==> config.mk <==
export PLATFORM = sky130hd
export DESIGN_NAME = hebbian_associative_memory_core_flat
export DESIGN_NICKNAME = d
export VERILOG_FILES = /design/src/hbm_pkg.sv /design/src/hbm_intf.sv /design/src/hbm_apb_regs.sv /design/src/hbm_weight_mem.sv /design/src/hbm_row_unit.sv /design/src/hebbian_associative_memory_core.sv /design/src/flat_wrapper.sv
export SDC_FILE = /design/constraint.sdc
export NUM_CORES = 2
export LEC_CHECK = 0
export ABC_AREA = 1
export BUFFER_PORTS_ARGS = -buffer_cell sky130_fd_sc_hd__buf_2
export CORE_MARGIN = 8
export CORE_UTILIZATION = 55
export DETAILED_ROUTE_END_ITERATION = 10
export PLACE_DENSITY = 0.76
export SYNTH_ARGS = -nofsm -noshare
export SYNTH_HDL_FRONTEND = slang
export SYNTH_SLANG_ARGS = --single-unit
==> constraint.sdc <==
create_clock -name clk -period 9.9 [get_ports clk]
set_clock_uncertainty 0.05 [all_clocks]
set_input_delay 0.99 -clock clk [delete_from_list [all_inputs] [get_ports clk]]
set_output_delay 0.99 -clock clk [all_outputs]
set_load 0.03 [all_outputs]
==> src/hbm_pkg.sv <==
// Package for the Hebbian associative memory core.
// Holds fixed payload widths, request and register codes, and pipeline control types.
// No dependencies.
`timescale 1ns / 1ps

package hbm_pkg;

	localparam int IN_BITS_W  = 16;
	localparam int OUT_BITS_W = 16;

	localparam int LEN_W = 5;
	localparam logic [LEN_W-1:0] LEN_RESET = 5'd16;

	localparam int PADDR_W = 3;
	localparam int PDATA_W = 32;

	// Register index, taken from the word address bit of paddr.
	localparam logic REG_PATTERN_LENGTH = 1'b0;

	localparam logic REQ_STORE  = 1'b0;
	localparam logic REQ_RECALL = 1'b1;

	// Control that travels with a weight row read.
	typedef struct packed {
		logic vld;
		logic store;
		logic last;
	} row_ctl_t;

	// Control that travels with a recall decision.
	typedef struct packed {
		logic vld;
		logic last;
	} dec_ctl_t;

endpackage

==> src/hbm_intf.sv <==
// Valid/ready channel interfaces for the request and response beats.
// Depends on hbm_pkg for the payload widths.
`timescale 1ns / 1ps

interface hbm_req_if;
	logic                           valid;
	logic                           ready;
	logic                           req_type;
	logic [hbm_pkg::IN_BITS_W-1:0]  pattern_bits;

	modport source (output valid, output req_type, output pattern_bits, input ready);
	modport sink   (input valid, input req_type, input pattern_bits, output ready);
endinterface

interface hbm_rsp_if;
	logic                           valid;
	logic                           ready;
	logic [hbm_pkg::OUT_BITS_W-1:0] recalled_bits;

	modport source (output valid, output recalled_bits, input ready);
	modport sink   (input valid, input recalled_bits, output ready);
endinterface

==> src/hbm_apb_regs.sv <==
// APB configuration register block: holds the pattern length register.
// Depends on hbm_pkg for widths, reset value and register index.
`timescale 1ns / 1ps

module hbm_apb_regs (
	input  logic                         clk,
	input  logic                         arst_n,
	input  logic                         psel,
	input  logic                         penable,
	input  logic                         pwrite,
	input  logic [hbm_pkg::PADDR_W-1:0]  paddr,
	input  logic [hbm_pkg::PDATA_W-1:0]  pwdata,
	output logic [hbm_pkg::PDATA_W-1:0]  prdata,
	output logic                         pready,
	output logic [hbm_pkg::LEN_W-1:0]    pattern_length
);

	logic [hbm_pkg::LEN_W-1:0] len_q;
	logic                      wr_hit;

	assign pready = 1'b1;
	assign wr_hit = psel && penable && pwrite &&
		(paddr[hbm_pkg::PADDR_W-1] == hbm_pkg::REG_PATTERN_LENGTH);

	always_ff @(posedge clk or negedge arst_n) begin
		if (!arst_n) begin
			len_q <= hbm_pkg::LEN_RESET;
		end else if (wr_hit) begin
			len_q <= pwdata[hbm_pkg::LEN_W-1:0];
		end
	end

	always_comb begin
		prdata = '0;
		if (paddr[hbm_pkg::PADDR_W-1] == hbm_pkg::REG_PATTERN_LENGTH) begin
			prdata = {{(hbm_pkg::PDATA_W - hbm_pkg::LEN_W){1'b0}}, len_q};
		end
	end

	assign pattern_length = len_q;

endmodule

==> src/hbm_weight_mem.sv <==
// Weight matrix storage, one matrix row per memory word, registered read data.
// A row valid bit per row makes an unwritten row read as all zero weights after reset.
`timescale 1ns / 1ps

module hbm_weight_mem #(
	parameter int ROWS   = 16,
	parameter int WORD_W = 144
) (
	input  logic                      clk,
	input  logic                      arst_n,
	input  logic                      rd_en,
	input  logic [$clog2(ROWS)-1:0]   rd_row,
	output logic [WORD_W-1:0]         rd_data,
	input  logic                      wr_en,
	input  logic [$clog2(ROWS)-1:0]   wr_row,
	input  logic [WORD_W-1:0]         wr_data
);

	logic [WORD_W-1:0] mem_q [ROWS];
	logic [ROWS-1:0]   row_vld_q;
	logic [WORD_W-1:0] rd_word_q;
	logic              rd_vld_q;

	always_ff @(posedge clk) begin
		if (wr_en) begin
			mem_q[wr_row] <= wr_data;
		end
		if (rd_en) begin
			rd_word_q <= mem_q[rd_row];
		end
	end

	always_ff @(posedge clk or negedge arst_n) begin
		if (!arst_n) begin
			row_vld_q <= '0;
			rd_vld_q  <= 1'b0;
		end else begin
			if (wr_en) begin
				row_vld_q[wr_row] <= 1'b1;
			end
			if (rd_en) begin
				rd_vld_q <= row_vld_q[rd_row];
			end
		end
	end

	assign rd_data = rd_vld_q ? rd_word_q : '0;

endmodule

==> src/hbm_row_unit.sv <==
// Shared row unit: one weight row per cycle across all lanes.
// Store: saturating +/-1 update per lane. Recall: registered group sums, then sign decision.
`timescale 1ns / 1ps

module hbm_row_unit #(
	parameter int MAX_LENGTH   = 16,
	parameter int WEIGHT_LIMIT = 255,
	parameter int WW           = 9,
	parameter int RW           = 4
) (
	input  logic                          clk,
	input  logic                          arst_n,
	input  hbm_pkg::row_ctl_t             ctl,
	input  logic [RW-1:0]                 row,
	input  logic [MAX_LENGTH-1:0]         pat,
	input  logic [MAX_LENGTH-1:0]         mask,
	input  logic [MAX_LENGTH*WW-1:0]      rd_data,
	output logic                          wr_en,
	output logic [RW-1:0]                 wr_row,
	output logic [MAX_LENGTH*WW-1:0]      wr_data,
	output hbm_pkg::dec_ctl_t             dec,
	output logic [RW-1:0]                 dec_row,
	output logic                          dec_bit
);

	localparam int SW = WW + $clog2(MAX_LENGTH) + 1;
	localparam int NG = (MAX_LENGTH + 7) / 8;
	localparam logic signed [WW-1:0] W_MAX = WW'(WEIGHT_LIMIT);
	localparam logic signed [WW-1:0] W_MIN = -W_MAX;

	logic signed [WW-1:0] w      [MAX_LENGTH];
	logic signed [WW-1:0] w_new  [MAX_LENGTH];
	logic signed [SW-1:0] term   [MAX_LENGTH];
	logic signed [SW-1:0] gsum   [NG];
	logic signed [SW-1:0] gsum_s2 [NG];
	logic signed [SW-1:0] total;
	logic                 pj;
	logic                 pj_s2;
	logic [RW-1:0]        row_s2;
	hbm_pkg::dec_ctl_t    dec_s2;

	assign pj = pat[row];

	always_comb begin
		for (int k = 0; k < MAX_LENGTH; k++) begin
			w[k]     = rd_data[k*WW +: WW];
			w_new[k] = w[k];
			if (mask[k]) begin
				if (pat[k] == pj) begin
					if (w[k] != W_MAX) begin
						w_new[k] = w[k] + WW'(1);
					end
				end else begin
					if (w[k] != W_MIN) begin
						w_new[k] = w[k] - WW'(1);
					end
				end
			end
			wr_data[k*WW +: WW] = w_new[k];
			term[k] = '0;
			if (mask[k]) begin
				term[k] = pat[k] ? SW'(w[k]) : -SW'(w[k]);
			end
		end
	end

	// Lanes are summed in groups of eight before the register.
	always_comb begin
		for (int g = 0; g < NG; g++) begin
			gsum[g] = '0;
			for (int i = 0; i < 8; i++) begin
				if (g * 8 + i < MAX_LENGTH) begin
					gsum[g] = gsum[g] + term[g * 8 + i];
				end
			end
		end
	end

	assign wr_en  = ctl.vld && ctl.store;
	assign wr_row = row;

	always_ff @(posedge clk or negedge arst_n) begin
		if (!arst_n) begin
			dec_s2 <= '0;
		end else begin
			dec_s2.vld  <= ctl.vld && !ctl.store;
			dec_s2.last <= ctl.last;
		end
	end

	always_ff @(posedge clk) begin
		row_s2  <= row;
		pj_s2   <= pj;
		gsum_s2 <= gsum;
	end

	always_comb begin
		total = '0;
		for (int g = 0; g < NG; g++) begin
			total = total + gsum_s2[g];
		end
	end

	// A zero sum keeps the input element.
	assign dec_bit = (total > 0) ? 1'b1 : ((total < 0) ? 1'b0 : pj_s2);
	assign dec     = dec_s2;
	assign dec_row = row_s2;

endmodule

==> src/hebbian_associative_memory_core.sv <==
// Hebbian associative memory core: bipolar Hopfield-style store and recall.
// With n = min(pattern_length, MAX_LENGTH): a store is done once row n - 1 is written, and
// a recall result beat appears once all n row decisions are loaded into the output register.
// Requests are taken only while idle, so they do not overlap. The single weight memory read
// port feeds the shared row unit one row per cycle; a stalled result beat holds the core.
// Reset (arst_n, asynchronous) clears all weights through row valid bits and sets length 16.
`timescale 1ns / 1ps

module hebbian_associative_memory_core #(
	parameter int MAX_LENGTH   = 16,
	parameter int WEIGHT_LIMIT = 255
) (
	input  logic                          clk,
	input  logic                          arst_n,
	input  logic                          psel,
	input  logic                          penable,
	input  logic                          pwrite,
	input  logic [hbm_pkg::PADDR_W-1:0]   paddr,
	input  logic [hbm_pkg::PDATA_W-1:0]   pwdata,
	output logic [hbm_pkg::PDATA_W-1:0]   prdata,
	output logic                          pready,
	hbm_req_if.sink                       req,
	hbm_rsp_if.source                     rsp
);

	// Weight width holds +/-WEIGHT_LIMIT; row index and element count widths follow MAX_LENGTH.
	localparam int WW = $clog2(WEIGHT_LIMIT + 1) + 1;
	localparam int RW = $clog2(MAX_LENGTH);
	localparam int NW = $clog2(MAX_LENGTH + 1);
	localparam int CW = (NW > hbm_pkg::LEN_W) ? NW : hbm_pkg::LEN_W;
	localparam int IW = (MAX_LENGTH > hbm_pkg::IN_BITS_W) ? MAX_LENGTH : hbm_pkg::IN_BITS_W;

	typedef enum logic [1:0] {
		ST_IDLE,
		ST_RUN,
		ST_WAIT,
		ST_FIN
	} state_t;

	state_t                         state_q;
	logic [hbm_pkg::LEN_W-1:0]      pattern_length;
	logic [CW-1:0]                  len_ext;
	logic [NW-1:0]                  n_in;
	logic [IW-1:0]                  pat_ext;
	logic [IW-1:0]                  vec_ext;
	logic [MAX_LENGTH-1:0]          mask_in;

	logic [NW-1:0]                  n_q;
	logic [RW-1:0]                  idx_q;
	logic [MAX_LENGTH-1:0]          pat_q;
	logic [MAX_LENGTH-1:0]          mask_q;
	logic                           store_q;
	logic [MAX_LENGTH-1:0]          vec_q;
	logic                           out_vld_q;
	logic [hbm_pkg::OUT_BITS_W-1:0] out_bits_q;
	logic                           last_row;
	logic                           out_load;

	hbm_pkg::row_ctl_t              ctl_s1;
	logic [RW-1:0]                  row_s1;

	logic [MAX_LENGTH*WW-1:0]       rd_data;
	logic                           wr_en;
	logic [RW-1:0]                  wr_row;
	logic [MAX_LENGTH*WW-1:0]       wr_data;
	hbm_pkg::dec_ctl_t              dec;
	logic [RW-1:0]                  dec_row;
	logic                           dec_bit;

	hbm_apb_regs u_regs (
		.clk            (clk),
		.arst_n         (arst_n),
		.psel           (psel),
		.penable        (penable),
		.pwrite         (pwrite),
		.paddr          (paddr),
		.pwdata         (pwdata),
		.prdata         (prdata),
		.pready         (pready),
		.pattern_length (pattern_length)
	);

	hbm_weight_mem #(
		.ROWS   (MAX_LENGTH),
		.WORD_W (MAX_LENGTH * WW)
	) u_mem (
		.clk     (clk),
		.arst_n  (arst_n),
		.rd_en   (state_q == ST_RUN),
		.rd_row  (idx_q),
		.rd_data (rd_data),
		.wr_en   (wr_en),
		.wr_row  (wr_row),
		.wr_data (wr_data)
	);

	hbm_row_unit #(
		.MAX_LENGTH   (MAX_LENGTH),
		.WEIGHT_LIMIT (WEIGHT_LIMIT),
		.WW           (WW),
		.RW           (RW)
	) u_row (
		.clk     (clk),
		.arst_n  (arst_n),
		.ctl     (ctl_s1),
		.row     (row_s1),
		.pat     (pat_q),
		.mask    (mask_q),
		.rd_data (rd_data),
		.wr_en   (wr_en),
		.wr_row  (wr_row),
		.wr_data (wr_data),
		.dec     (dec),
		.dec_row (dec_row),
		.dec_bit (dec_bit)
	);

	// The active length saturates at MAX_LENGTH.
	assign len_ext = CW'(pattern_length);
	assign n_in    = (len_ext > CW'(MAX_LENGTH)) ? NW'(MAX_LENGTH) : NW'(len_ext);

	// Elements at index 16 or more have no input bit and read as -1, that is 0.
	assign pat_ext = IW'(req.pattern_bits);

	always_comb begin
		for (int k = 0; k < MAX_LENGTH; k++) begin
			mask_in[k] = NW'(k) < n_in;
		end
	end

	// Output bits at index 16 or more are dropped; inactive rows stay zero.
	assign vec_ext = IW'(vec_q);

	assign last_row = (NW'(idx_q) + NW'(1)) == n_q;

	// The output register takes a new result when it is empty or its beat leaves this cycle.
	assign out_load = (state_q == ST_FIN) && (!out_vld_q || rsp.ready);

	assign req.ready         = (state_q == ST_IDLE);
	assign rsp.valid         = out_vld_q;
	assign rsp.recalled_bits = out_bits_q;

	// Sequencer: walks rows 0..n-1 through the memory read port, then waits for the
	// row unit pipeline to drain. A recall result lands in the output register, which
	// is loaded only once the previous result beat has been taken.
	always_ff @(posedge clk or negedge arst_n) begin
		if (!arst_n) begin
			state_q    <= ST_IDLE;
			out_vld_q  <= 1'b0;
			out_bits_q <= '0;
			ctl_s1     <= '0;
			row_s1     <= '0;
			pat_q      <= '0;
			mask_q     <= '0;
			n_q        <= '0;
			store_q    <= 1'b0;
			vec_q      <= '0;
			idx_q      <= '0;
		end else begin
			if (out_load) begin
				out_vld_q <= 1'b1;
			end else if (rsp.valid && rsp.ready) begin
				out_vld_q <= 1'b0;
			end
			if (state_q == ST_RUN) begin
				ctl_s1.vld   <= 1'b1;
				ctl_s1.store <= store_q;
				ctl_s1.last  <= last_row;
			end else begin
				ctl_s1 <= '0;
			end
			if (dec.vld) begin
				vec_q[dec_row] <= dec_bit;
			end
			unique case (state_q)
				ST_IDLE: begin
					if (req.valid) begin
						pat_q   <= pat_ext[MAX_LENGTH-1:0];
						mask_q  <= mask_in;
						n_q     <= n_in;
						store_q <= (req.req_type == hbm_pkg::REQ_STORE);
						vec_q   <= '0;
						idx_q   <= '0;
						// With no active element a store changes nothing and a recall
						// returns all zeros.
						if (n_in == '0) begin
							state_q <= (req.req_type == hbm_pkg::REQ_STORE) ? ST_IDLE : ST_FIN;
						end else begin
							state_q <= ST_RUN;
						end
					end
				end
				ST_RUN: begin
					row_s1 <= idx_q;
					idx_q  <= idx_q + RW'(1);
					if (last_row) begin
						state_q <= ST_WAIT;
					end
				end
				ST_WAIT: begin
					if (store_q && ctl_s1.vld && ctl_s1.last) begin
						state_q <= ST_IDLE;
					end else if (dec.vld && dec.last) begin
						state_q <= ST_FIN;
					end
				end
				ST_FIN: begin
					if (out_load) begin
						out_bits_q <= vec_ext[hbm_pkg::OUT_BITS_W-1:0];
						state_q    <= ST_IDLE;
					end
				end
				default: begin
					state_q <= ST_IDLE;
				end
			endcase
		end
	end

	a_idle_drained: assert property (@(posedge clk) disable iff (!arst_n)
		req.ready |-> (!ctl_s1.vld && !dec.vld))
		else $error("row pipeline busy while taking a new request");

	a_write_only_store: assert property (@(posedge clk) disable iff (!arst_n)
		wr_en |-> store_q)
		else $error("weight write during a recall");

	a_dec_only_recall: assert property (@(posedge clk) disable iff (!arst_n)
		dec.vld |-> !store_q)
		else $error("recall decision during a store");

	a_result_from_fin: assert property (@(posedge clk) disable iff (!arst_n)
		$rose(out_vld_q) |-> $past(state_q == ST_FIN))
		else $error("result beat raised outside the finish step");

endmodule

==> src/flat_wrapper.sv <==
// flat-port wrapper written by rule: the top's interface ports become plain ports
module hebbian_associative_memory_core_flat 
#(
	parameter int MAX_LENGTH   = 16,
	parameter int WEIGHT_LIMIT = 255
)
  (clk, arst_n, psel, penable, pwrite, paddr, pwdata, prdata, pready, req_valid, req_req_type, req_pattern_bits, req_ready, rsp_valid, rsp_recalled_bits, rsp_ready);
  hbm_req_if req_i ();
  hbm_rsp_if rsp_i ();
  input  logic clk;
  input  logic arst_n;
  input  logic psel;
  input  logic penable;
  input  logic pwrite;
  input  logic [hbm_pkg::PADDR_W-1:0] paddr;
  input  logic [hbm_pkg::PDATA_W-1:0] pwdata;
  output logic [hbm_pkg::PDATA_W-1:0] prdata;
  output logic pready;
  input wire logic [$bits(req_i.valid)-1:0] req_valid;
  input wire logic [$bits(req_i.req_type)-1:0] req_req_type;
  input wire logic [$bits(req_i.pattern_bits)-1:0] req_pattern_bits;
  output wire logic [$bits(req_i.ready)-1:0] req_ready;
  output wire logic [$bits(rsp_i.valid)-1:0] rsp_valid;
  output wire logic [$bits(rsp_i.recalled_bits)-1:0] rsp_recalled_bits;
  input wire logic [$bits(rsp_i.ready)-1:0] rsp_ready;
  assign req_i.valid = req_valid;
  assign req_i.req_type = req_req_type;
  assign req_i.pattern_bits = req_pattern_bits;
  assign req_ready = req_i.ready;
  assign rsp_valid = rsp_i.valid;
  assign rsp_recalled_bits = rsp_i.recalled_bits;
  assign rsp_i.ready = rsp_ready;
  hebbian_associative_memory_core #(.MAX_LENGTH(MAX_LENGTH), .WEIGHT_LIMIT(WEIGHT_LIMIT)) u_core (.clk(clk), .arst_n(arst_n), .psel(psel), .penable(penable), .pwrite(pwrite), .paddr(paddr), .pwdata(pwdata), .prdata(prdata), .pready(pready), .req(req_i), .rsp(rsp_i));
endmodule
# Word-level counts from Yosys, hierarchy flattened
# Memories as Yosys holds them, arrays and structs flattened. A register that Yosys moved wholly into a read port is not among the register bits.
# Index checks and enable logic that the tools add are counted.
dict set report classes {
  multipliers 0
  n_shift 0
  add_sub_neg 65
  eq_ne 56
  n_div 0
  mux 128
  magnitude_cmp 24
  n_bitwise 3
  reduce_logical 23
}
# operator count
set op_table {}
lappend op_table {{$mux 9} 64}
lappend op_table {{$mux 14} 32}
lappend op_table {{$ne 9x9->1 const B} 32}
lappend op_table {{$neg 9->14} 16}
lappend op_table {{$add 14x14->14} 15}
lappend op_table {{$add 9x2->9 const B} 16}
lappend op_table {{$mux 144} 1}
lappend op_table {{$sub 9x2->9 const B} 16}
lappend op_table {{$mux 16} 3}
lappend op_table {{$lt 4x5->1 const A} 8}
lappend op_table {{$lt 3x5->1 const A} 4}
lappend op_table {{$bwmux 16} 1}
lappend op_table {{$eq 1x1->1} 16}
lappend op_table {{$or 16x16->16} 1}
lappend op_table {{$lt 4x5->1 const B} 3}
lappend op_table {{$gt 14x1->1 const B} 1}
lappend op_table {{$lt 14x1->1 const B} 1}
lappend op_table {{$mux 2} 7}
lappend op_table {{$logic_and 1x1->1} 12}
lappend op_table {{$lt 1x5->1 const A} 2}
lappend op_table {{$lt 2x5->1 const A} 2}
lappend op_table {{$mux 1} 10}
lappend op_table {{$mux 5} 2}
lappend op_table {{$bmux 1 s4} 2}
lappend op_table {{23 further kinds} 32}
dict set report totals {
  input_bits 59
  latchBits 0
  romBits 0
  memories 1
  mem_bits_rw 2304
  word_cells 322
  reg_bits 141
  out_inout_bits 51
}
# name depth width read_ports rd_ports_with_merged_regs write_ports line
set mem_list {}
lappend mem_list {u_core.u_mem.mem_q 16 144 1 1 1 hbm_weight_mem.sv:19} ;# logic [WORD_W-1:0] mem_q [ROWS];

# Depth between registers and ports, before layout
dict set report logic_depth {
  word_depth 11
  depth_mapped 33
}

# Modules after synthesis
# Synthesis repeated with hierarchy kept, for this count alone.
dict set report hier_totals {
  cells_unflattened 10880
  hier_area_um2 118852.7
}
# mod cells_per_inst area_per_inst_um2 n_inst
set modules_own_cells {}
lappend modules_own_cells {hbm_weight_mem 7443 96702.7 1}
lappend modules_own_cells {hbm_row_unit 2978 18034.8 1}
lappend modules_own_cells {hebbian_associative_memory_core 394 3637.2 1}
lappend modules_own_cells {hbm_apb_regs 65 478.0 1}

# Worst setup path before layout
# No wires, ideal clock.
dict set report synth_timing {
  path_type {register to register}
  start {reg u_core.state_q[0]}
  end {reg u_core.idx_q[3]}
  t_required_ns 9.710
  arrival_time_ns 9.282
  setup_ns 0.140
  stages_incl_launch_ff 6
  n_path_buf 0
  setup_slack_ns 0.427
  synth_period_minus_slack_ns 9.473
  path_cell_list {dfrtp_1 -> inv_1 -> nor2_1 -> clkinv_1 -> nand2_1 -> o21ai_0}
}
dict set report synth_via {
  elab_chain_len 3
  word_cells_on_any_way 6
  cone_classes {eq/ne (2); mux (1); reduce/logical (3)}
}
# element line
set synth_rtl {}
lappend synth_rtl {{from (decl)} hebbian_associative_memory_core.sv:40} ;# state_t state_q;
lappend synth_rtl {{from (signal assigned)} hebbian_associative_memory_core.sv:187} ;# state_q <= (req.req_type == hbm_pkg::REQ_STORE) ? ST_IDLE : ST_FIN;
lappend synth_rtl {{$eq 2x1->1 *} -}
lappend synth_rtl {{via u_core.u_mem.rd_en} hbm_weight_mem.sv:11} ;# input logic rd_en,
lappend synth_rtl {{$reduce_bool 2->1 (no source line)} -}
lappend synth_rtl {{$reduce_and 2->1 (no source line)} -}
lappend synth_rtl {{to (signal assigned)} hebbian_associative_memory_core.sv:195} ;# idx_q <= idx_q + RW'(1);
lappend synth_rtl {{to (decl)} hebbian_associative_memory_core.sv:49} ;# logic [RW-1:0] idx_q;
# The timed path passes the listed nets; every way through them passes the cells marked *.
# A chain may end at the register's enable or synchronous reset.

==> impl_results.md <==
- Status: finished clean
- DRC viols: 0
- Max Cap Viol: 0
- Largest net degree at the start of global routing: 214
- Clock Latency Late Sink: 0.97 ns
- Post-synth EDFFs: 2448
- Worst-Margin Slew: 1.367 ns
- Routed wire length: 315.2 mm
- Avg Cell Area, Syn: 11.68 um2
- Period minus WS final: 7.260 ns
- Final setup fails: 0
- RSZ-0062 raised after global routing: no
- Synth-to-Final Area Change: 9.812%
- Crit-path max FO: 46
- YS warnings: 0
- Setup crit end kind: register
- Root Buffer: clkbuf_16
- Fmax: 137.7 MHz
- Die ar.: 226100 um2
- Cts bufs inserted: 274
- Most frequent cell after synthesis: edfxtp_1
- Die Wd: 475.5 um
- Vias in the first global route: 77490
- Initial antenna violation count: 3
- Fin nets: 10160
- Wirelength per Cell: 24.51 um
- Cell accounting for the most synthesized area: edfxtp_1
- Mapped Area: 116100 um2
- Cell variety after synth: 63
- Port bufs: 52
- Share of cells above drive strength 1: 8.239%
- TritonRoute pass-1 iters: 6
- CP dominant cell by count: nand2_1
- Hold Buf Count CTS: 0
- Cells after Synth: 9946
- Worst hold path type: primary input to asynchronous set/reset pin
- CTS tree: built
- Setup repair bufs after CTS: 0
- Hold Slack: 0.06926 ns
- CP max stage delay: 1.04 ns
- Starting Density: 55.36%
- Number of top-level pins: 110
- Top_reg_cell synth: edfxtp_1
- Crit path DAT: 8.07 ns
- Final hold violation count: 0
- First-pass GRT wire length: 470.1 mm
- Critical Path RT: 10.71 ns
- Slew margin rel.: 8.880%
- Post-synth top cells: edfxtp_1, o21ai_0, nor2_1, nand2_1, inv_1
- Slew Viols, Final: 0
- Post-DP HPWL: 169.5 mm
- Vias per cell: 6.284
- Tot GR Track Use: 27.02%
- Startpoint Class: register
- Placer's final routability congestion estimate: 0.9709
- Fraction of registers with async set/reset: 4.134%
- Longest Clk Path Bufs: 4
- Fin crit share: 73.33%
- Setup TNS: 0 ns
- CORE AREA: 209800 um2
- ANT nets after route: 0
- FP Rows: 168
- Worst path slowest cell: dfrtp_4
- Clock-pin slew on the worst setup and hold paths: 0.06 ns
- PostCTS Resize Cnt: 0
- Synth top area share: 63.30%
- Register area share after synthesis: 66.18%
- Iteration-0 DRC Markers: 10740
- Vias: 80820
- GRT overflow: 0
- Largest cells by area after synthesis: edfxtp_1, o21ai_0, nor2_1, nand2_1, fa_1
- CTS sink cnt: 2588
- Flop and latch count out of synthesis: 2588
- CP Class: register to register
- H-Tree Depth: 5
- Die Y: 475.5 um
[critical path: cells and delay by family, from the launching register on]
family | cells | cell delay, ns
xor+xnor | 2 | 0.33
compound gates | 4 | 0.58
simple gates | 10 | 1.02
buf+inv | 6 | 1.04
fa+ha+maj | 7 | 3.08
flops | 1 | 1.04
[registers in the layout (all words and copies together), names as in the netlist, 2 cells and up]
| signal | flops |
|---|---|
| u_core.ctl_s1 | 3 |
| u_core.idx_q | 4 |
| u_core.mask_q | 16 |
| u_core.n_q | 4 |
| u_core.pat_q | 16 |
| u_core.row_s1 | 4 |
| u_core.rsp.recalled_bits | 16 |
| u_core.state_q | 2 |
| u_core.u_mem.mem_q | 2304 |
| u_core.u_mem.rd_word_q | 144 |
| u_core.u_mem.row_vld_q | 16 |
| u_core.u_regs.pattern_length | 5 |
| u_core.u_row.dec | 2 |
| u_core.u_row.dec_row | 4 |
| u_core.u_row.gsum_s2 | 28 |
| u_core.vec_ext | 16 |
[layout by cell type, fill, tap and decap left out, drive strengths merged, types with 6 or more instances in the layout]
| cell type | instances |
|---|---|
| o31ai | 8 |
| clkinv | 113 |
| nor4 | 10 |
| o32ai | 11 |
| o21ai | 1621 |
| a31oi | 33 |
| edfxtp | 2448 |
| o211ai | 122 |
| nor3 | 109 |
| xor2 | 216 |
| dfxtp | 33 |
| a211oi | 47 |
| bufinv | 19 |
| o221ai | 271 |
| o21bai | 6 |
| mux2 | 16 |
| ha | 90 |
| a21oi | 150 |
| fa | 151 |
| nand3 | 260 |
| o22ai | 415 |
| inv | 584 |
| nand2 | 956 |
| diode | 7 |
| dfrtp | 106 |
| buf | 225 |
| xnor2 | 19 |
| nor2 | 1576 |
| nand4 | 39 |
| clkbuf | 330 |
| or2 | 12 |
| conb | 28 |
| clkinvlp | 7 |
[per-layer routing]
metal	vias up	global-route usage [%]	wire [um]
li1	35740	-	-
met1	39750	36.10	120900
met2	4555	44.04	149600
met3	772	4.852	31070
met4	0	11.36	13670
met5	-	0	0
[cell type report]
cell class | instances | area, um2
diodes | 7 | 17.52
fillers | 15860 | 82260
inverters | 590 | 2247
clock inverters | 133 | 1149
flip-flops and latches | 2588 | 76870
well taps | 2805 | 3510
clock buffers | 330 | 7246
multi-input cells | 6184 | 34700
repair buffers | 225 | 1790
[path summary, 6_finish.rpt]
| kind | from | slack (ns) | endpoint | cells after the start |
|---|---|---|---|---|
| max | u_core.u_mem.rd_vld_q | 2.64 | u_core.u_row.gsum_s2[12] | 29 |
| min in group clk | pwdata[4] | 0.25 | u_core.u_regs.pattern_length[4] | 3 |
| max in group asynchronous | arst_n | 8.48 | u_core.u_mem.rd_vld_q | 2 |
| min | arst_n | 0.07 | u_core.rsp.recalled_bits[1] | 1 |
| max reg2reg | u_core.u_mem.rd_vld_q | 2.64 | u_core.u_row.gsum_s2[12] | 29 |
| min reg2reg | u_core.ctl_s1[0] | 0.33 | u_core.u_row.dec[0] | 0 |
[stage by stage]
stage               worst slack [ns]  std cells  instance area [um2]  utilization (%)
floorplan                     0.4272       9972               116200                -
global placement               2.664      12390               119100            56.77
detailed placement             2.798      12390               119100            56.77
CTS                            2.697      12850               127500            60.77
global route                   2.242      12860               127500            60.78
finish                         2.640      12860               127500            60.79
[logic make-up after synthesis]
family | after synthesis | share of synthesized area (%)
DFF | 2588 | 66.18
and+or+nand+nor | 2967 | 10.67
other | 2 | 0.006467
muxes | 16 | 0.1551
adders and majority gates | 241 | 3.573
AOI/OAI and AO/OA | 2697 | 13.48
buffers and inverters | 1200 | 4.163
xor gates and xnor gates | 235 | 1.779
Power is left out: the tool's default activity adds up to more than one toggle a clock period on the data nets, which glitch-free logic cannot reach.
